`src/hdl/cordic_sc_pkg.sv`:
```
// ----------------------------------------------------------------------------
// cordic_sc_pkg
// Shared types and constants for the pipelined cordic sine and cosine block.
// ----------------------------------------------------------------------------
package cordic_sc_pkg;

    localparam int WORD_W = 32;

    typedef logic [WORD_W-1:0] word_t;

    // quadrant limits and starting gain of the rotation
    localparam word_t QUARTER_TURN   = 32'h3fffffff;
    localparam word_t THREE_QUARTERS = 32'hbffffffd;
    localparam word_t START_GAIN     = 32'hb2458939;

    // arctangent of 2^-i, one turn is 2^32, entries past index 29 are zero
    localparam word_t STEP_ANGLES [0:31] = '{
        32'h1fffffff, 32'h12e4051d, 32'h09fb385b, 32'h051111d4,
        32'h028b0d43, 32'h0145d7e1, 32'h00a2f61e, 32'h00517c55,
        32'h0028be53, 32'h00145f2e, 32'h000a2f98, 32'h000517cc,
        32'h00028be6, 32'h000145f3, 32'h0000a2f9, 32'h0000517c,
        32'h000028be, 32'h0000145f, 32'h00000a2f, 32'h00000517,
        32'h0000028b, 32'h00000145, 32'h000000a2, 32'h00000051,
        32'h00000028, 32'h00000014, 32'h0000000a, 32'h00000005,
        32'h00000002, 32'h00000001, 32'h00000000, 32'h00000000
    };

endpackage

```
`src/hdl/cordic_sc_step.sv`:
```
// ----------------------------------------------------------------------------
// cordic_sc_step
// One registered cordic rotation step with its own valid bit and ready.
// ----------------------------------------------------------------------------
module cordic_sc_step
    import cordic_sc_pkg::*;
#(
    parameter int STEP = 0
)
(
    input  logic  clk,
    input  logic  rst_n,
    input  logic  valid_in,
    output logic  ready_up,
    input  word_t x_in,
    input  word_t y_in,
    input  word_t z_in,
    output logic  valid_out,
    input  logic  ready_dn,
    output word_t x_out,
    output word_t y_out,
    output word_t z_out
);

    localparam logic [4:0] K = 5'(STEP);

    logic  valid_reg;
    word_t x_reg, y_reg, z_reg;
    word_t x_next, y_next, z_next;
    word_t xs, ys, angle;

    // stage takes new data when empty or when its content moves on
    assign ready_up = !valid_reg || ready_dn;

    // shifted operands and rotation direction
    always_comb
    begin
        xs    = word_t'($signed(x_in) >>> K);
        ys    = word_t'($signed(y_in) >>> K);
        angle = STEP_ANGLES[K];
        if (z_in >= QUARTER_TURN)
        begin
            x_next = x_in - ys;
            y_next = y_in + xs;
            z_next = z_in - angle;
        end
        else
        begin
            x_next = x_in + ys;
            y_next = y_in - xs;
            z_next = z_in + angle;
        end
    end

    // valid bit
    always_ff @(posedge clk or negedge rst_n)
    begin
        if (!rst_n)
            valid_reg <= 1'b0;
        else if (ready_up)
            valid_reg <= valid_in;
    end

    // payload, no reset
    always_ff @(posedge clk)
    begin
        if (ready_up && valid_in)
        begin
            x_reg <= x_next;
            y_reg <= y_next;
            z_reg <= z_next;
        end
    end

    assign valid_out = valid_reg;
    assign x_out     = x_reg;
    assign y_out     = y_reg;
    assign z_out     = z_reg;

endmodule

```
`config.mk`:
```
export PLATFORM = sky130hd
export DESIGN_NAME = cordic_sc_step
export DESIGN_NICKNAME = d
export VERILOG_FILES = /design/src/hdl/cordic_sc_pkg.sv /design/src/hdl/cordic_sc_step.sv
export SDC_FILE = /design/constraint.sdc
export NUM_CORES = 1
export LEC_CHECK = 0
export BUFFER_PORTS_ARGS = -buffer_cell sky130_fd_sc_hd__buf_2
export CORE_ASPECT_RATIO = 2
export CORE_MARGIN = 5
export CORE_UTILIZATION = 40
export CTS_CLUSTER_DIAMETER = 30
export DETAILED_ROUTE_END_ITERATION = 16
export HOLD_SLACK_MARGIN = 0.06
export PLACE_DENSITY = 0.57
export SYNTH_ARGS = -nofsm -noshare
export SYNTH_HDL_FRONTEND = slang
export SYNTH_SLANG_ARGS = --single-unit
```
`constraint.sdc`:
```
create_clock -name clk -period 6.4 [get_ports clk]
set_clock_uncertainty 0.2 [all_clocks]
set_input_delay 0.64 -clock clk [delete_from_list [all_inputs] [get_ports clk]]
set_output_delay 0.64 -clock clk [all_outputs]
set_load 0.005 [all_outputs]
```
# After elaboration in Yosys (flattened, before gate mapping)
# Cells that the tools add are included.
# Widths: inputs -> output; s select.
[classes]
addsub = 5
n_lt_le_gt_ge = 1
n_mux = 3
n_reduce_logical = 3
[ops]
columns = ["cell", "count"]
rows = [
  ["$mux 32", 3],
  ["$sub 32x32->32", 2],
  ["$add 32x29->32 const B", 1],
  ["$add 32x32->32", 1],
  ["$ge 32x30->1 const B", 1],
  ["$sub 32x29->32 const B", 1],
  ["$logic_and 1x1->1", 1],
  ["$logic_not 1->1", 1],
  ["$logic_or 1x1->1", 1],
]
[word_totals]
ff_bits = 97
output_inout_bits = 98

# Logic depth before layout (Yosys ltp)
[depth]
ltp_word = 3
depth_mapped = 18
depth_no_buf = 14

# Worst setup path after synthesis
# OpenSTA, ideal clock, no wires.
[synth_timing]
kind = "in2reg"
start = "input port z_in[23]"
end = "register z_reg[26], in the netlist z_out[26] (data pin)"
setup_ns = 0.259
arrival_ns = 3.889
setup_slack_ns = 2.052
path_stages = 17
path_buffers = 4
path_cell_list = "buf_2 -> nand4_2 -> nor4_2 -> a21oi_4 -> inv_2 -> buf_6 -> buf_2 -> buf_2 -> xnor2_1 -> ha_1 -> or3_1 -> or3_2 -> a21oi_1 -> o211a_1 -> and3_1 -> a41oi_1 -> xnor2_1"
[synth_between]
elab_chain_len = 2
word_cells_on_any_way = 4
classes_between = "2 x add/sub; 1 x order compare; 1 x mux"
[synth_lines]
columns = ["item", "line", "rtl"]
rows = [
  ["from (decl)", "cordic_sc_step.sv:17", "input word_t z_in,"],
  ["$add 32x29->32, or another cell as far along", "cordic_sc_step.sv:51", "z_next = z_in + angle;"],
  ["$mux 32 *", "cordic_sc_step.sv:41", "if (z_in >= QUARTER_TURN)"],
  ["named net z_next[26]", "cordic_sc_step.sv:29", "word_t x_next, y_next, z_next;"],
  ["to (signal assigned)", "cordic_sc_step.sv:71", "z_reg <= z_next;"],
  ["to (decl)", "cordic_sc_step.sv:28", "word_t x_reg, y_reg, z_reg;"],
]
# Mark *: on every way through the listed nets, which the timed path passes. The rest lies on a longest branch.
# A chain may end at the register's enable or synchronous reset.

# Worst setup path after layout
[layout_timing]
start = "input port x_in[6]"
end = "register y_reg[29], in the netlist y_out[29] (data pin)"
[layout_between]
elab_chain_len = 2
word_cells_on_any_way = 3
classes_between = "2 x add/sub; 1 x mux"
[layout_lines]
columns = ["item", "line", "rtl"]
rows = [
  ["from (decl)", "cordic_sc_step.sv:15", "input word_t x_in,"],
  ["$sub 32x32->32 or $add 32x32->32 (tied branches)", "cordic_sc_step.sv:50, cordic_sc_step.sv:44", ""],
  ["$mux 32 *", "cordic_sc_step.sv:41", ""],
  ["named net y_next[29]", "cordic_sc_step.sv:29", ""],
  ["to (signal assigned)", "cordic_sc_step.sv:70", "y_reg <= y_next;"],
  ["to (decl)", "cordic_sc_step.sv:28", ""],
]
# Marked as above.

==> key figures <==
Final layout
  • Synth-to-layout area growth: 13.8%
  • Area occupied by multi-input gates: 6070 sq um
  • Fin nets: 1486
  • Design Area, Final: 11000 sq um
  • Cell Count, Final, Fillers Out: roughly 1.6k
  • Finished Core Util: ~46%
  • Layout filler cell count: 2463
  • Sequential cell area: between 2000 and 3000 sq um
  • Share of cells above drive strength 1: around a fifth

Drt
  • WL/cell: 19.1 um
  • DRC viols: 0
  • Antenna Nets Post-Route: 0
  • DRT Pass-1 Iters: 5
  • Detailed Route WL: roughly 30 mm
  • DR vias/cell: 5.67
  • DR vias: between 8k and 9k
  • First DRT Iteration DRCs: ~470

Global route
  • Vias in the first global route: approximately 9.1k
  • GRT Residual Overflow: 0
  • Largest net degree at the start of global routing: 85
  • GR Util All Layers: a little over a fifth
  • Initial antenna violation count: 5
  • First-pass GRT wire length: about 47 mm

Floorplanning
  • Die width: 120 um
  • I/O pin count: slightly below 200
  • Initial Util: 40.6%
  • Cell row count: 80
  • Die ar.: 27600 sq um
  • Core region area: 23800 sq um
  • Die Y: 230 um

Yosys
  • Synth Flop Type: edfxtp_1
  • Post-Syn Nets: ~1.3k
  • Syn Inst Count: ~1.1k
  • Unique masters post-synth: 86
  • FF+latch count, synth: 96
  • Top cell type by total area after synthesis: edfxtp_1
  • Synthesized cell area: about 9700 sq um
  • Most common cell in the netlist: nor2_1
  • Top cell type's share of synthesized area: 29.5%
  • Synth top cells by count: nor2_1, a21oi_1, inv_1
  • Mean post-synth cell area: 8.45 sq um
  • Number of synthesized flops with an enable pin: 95
  • Part of the Yosys area used for sequential elements: between 20% and 30%
  • Ys Warns: 0
  • Synth area leaders: edfxtp_1, ha_1, xnor2_1, a21oi_1, nor2_1
  • Asr flop ratio synth: about 1.0%

Clocking
  • Worst skew pair latency: roughly 0.37 ns
  • Total CTS buffers: 9
  • TritonCTS clock tree: done
  • Post-CTS Setup Repair Bufs: 0
  • CTS max path bufs: 2
  • Clock-pin slew on the worst setup and hold paths: 0.08 ns
  • Cts repair resizes: 0
  • CTS Root Cell: clkbuf_16
  • CTS Hold Bufs: 1
  • CTS Sinks: 96
  • H-tree Lvls: 3

Pwr
  • Power per Cell Area: roughly 190 nW/um^2
  • Pleak: 4.79 nW
  • IR drop worst, VDD: ~0.097 mV

Worst setup path
  • CP endpoint kind: register
  • Critical Path AT: approximately 3.8 ns
  • Worst-path fanout max: 14
  • CP Class: in2reg
  • Worst EP required: about 6.3 ns
  • Crit start category: input pin

Timing
  • Slew Limit Fails: 0
  • Final Setup Violations: 0
  • Post-layout minimum cycle time: a little under 4 ns
  • Hold slack: between 0.2 and 0.3 ns
  • Final Hold Fails: 0
  • F_max: 0.257 GHz
  • RSZ-0062 raised after global routing: no
  • Setup TNS: 0 ns
  • Rel. slew slack: 34.4%
  • Worst slew pin tran: 0.985 ns
  • Fin crit share: between 60% and 70%

Min path
  • Worst hold path class: in2reg

Placed design
  • Hpwl dp: 24.1 mm
  • Placed Instance Area: 10700 sq um
  • RD Place Congestion: 0.888
  • Cell total after placement: 1562
  • IO buf count: between 150 and 200

Run
  • Max Cap Viol: 0

Run status
  • Status: finished, final reports clean
[report_power, final]
part	total (mW)	leakage, nW	internal [mW]	switching (mW)
clock network	0.533	0.139	0.267	0.266
logic	0.747	3.74	0.288	0.460
registers	0.806	0.916	0.790	0.0164
[layout make-up]
type / count / share of cell area (%)
Antenna cell: 5 / 0.114
Clock buffer: 10 / 2.08
Sequential cell: 96 / 26.2
Timing Repair Buffer: 202 / 9.33
Clock inverter: 6 / 0.398
Multi-Input combinational cell: 877 / 55.2
Tap cell: 287 / 3.27
Inverter: 101 / 3.45
[cells by family (layout without fill, tap and decap cells)]
group,count (synthesis),in the layout,synth area share [%]
simple gates,340,340,17.3
compound gates,331,331,22.6
buf+inv,170,319,7.45
fa+ha+maj,99,99,13.1
xor+xnor,97,97,8.79
flops,96,96,29.8
mux,10,10,1.04
other cells,0,5,0
[per-stage QoR]
step	setup WS, ns	power, mW
2_1_floorplan	2.05	1.32
3_3_place_gp	2.15	1.56
3_5_place_dp	2.17	1.57
4_1_cts	2.53	2.11
5_1_grt	2.27	2.21
6_report	2.51	2.09
[registers in the layout, summed over array words and instances (netlist names)]
| register | flops |
|---|---|
| y_out | 31 |
| valid_out | 1 |
| x_out | 32 |
| z_out | 32 |
[critical path, stage by stage]
cell	delay (ns)
buf_2	0.10
inv_1	0.04
ha_1	0.47
nor2_1	0.31
nand2_1	0.09
a211oi_1	0.33
o21ai_1	0.19
a2111oi_0	0.76
o22ai_2	0.28
o221ai_1	0.27
mux2i_1	0.13
xor2_1	0.18
[cells in the final DEF (no fill, tap or decap), types with 26 or more instances in the layout]
cell      netlist  layout
xnor2_1        70      70
xor2_1         27      27
edfxtp_1       95      95
a21oi_1       111     111
buf_2          28     197
inv_1          98      98
nor3_1         36      36
o21ai_0        55      55
nor2_1        119     119
a21o_1         26      26
nand2_1        68      68
ha_1           96      96
[final timing paths]
kind | startpoint | to | slack (ns) | cells after the start
min in group asynchronous | rst_n | valid_out | 0.36 | 2
max reg2reg | valid_out | z_out[23] | 4.12 | 3
min | valid_in | valid_out | 0.27 | 2
min reg2reg | valid_out | valid_out | 0.34 | 2
max | x_in[6] | y_out[29] | 2.51 | 12
max in group asynchronous | rst_n | valid_out | 5.56 | 2
[routing by layer]
| layer | wire length, um | GRT usage (%) |
|---|---|---|
| met3 | 1460 | 3.42 |
| met2 | 16700 | 41.8 |
| met4 | 1810 | 13.6 |
| met1 | 10400 | 20.9 |
| met5 | 0 | 0 |
Power figures use the tool's default switching activity.
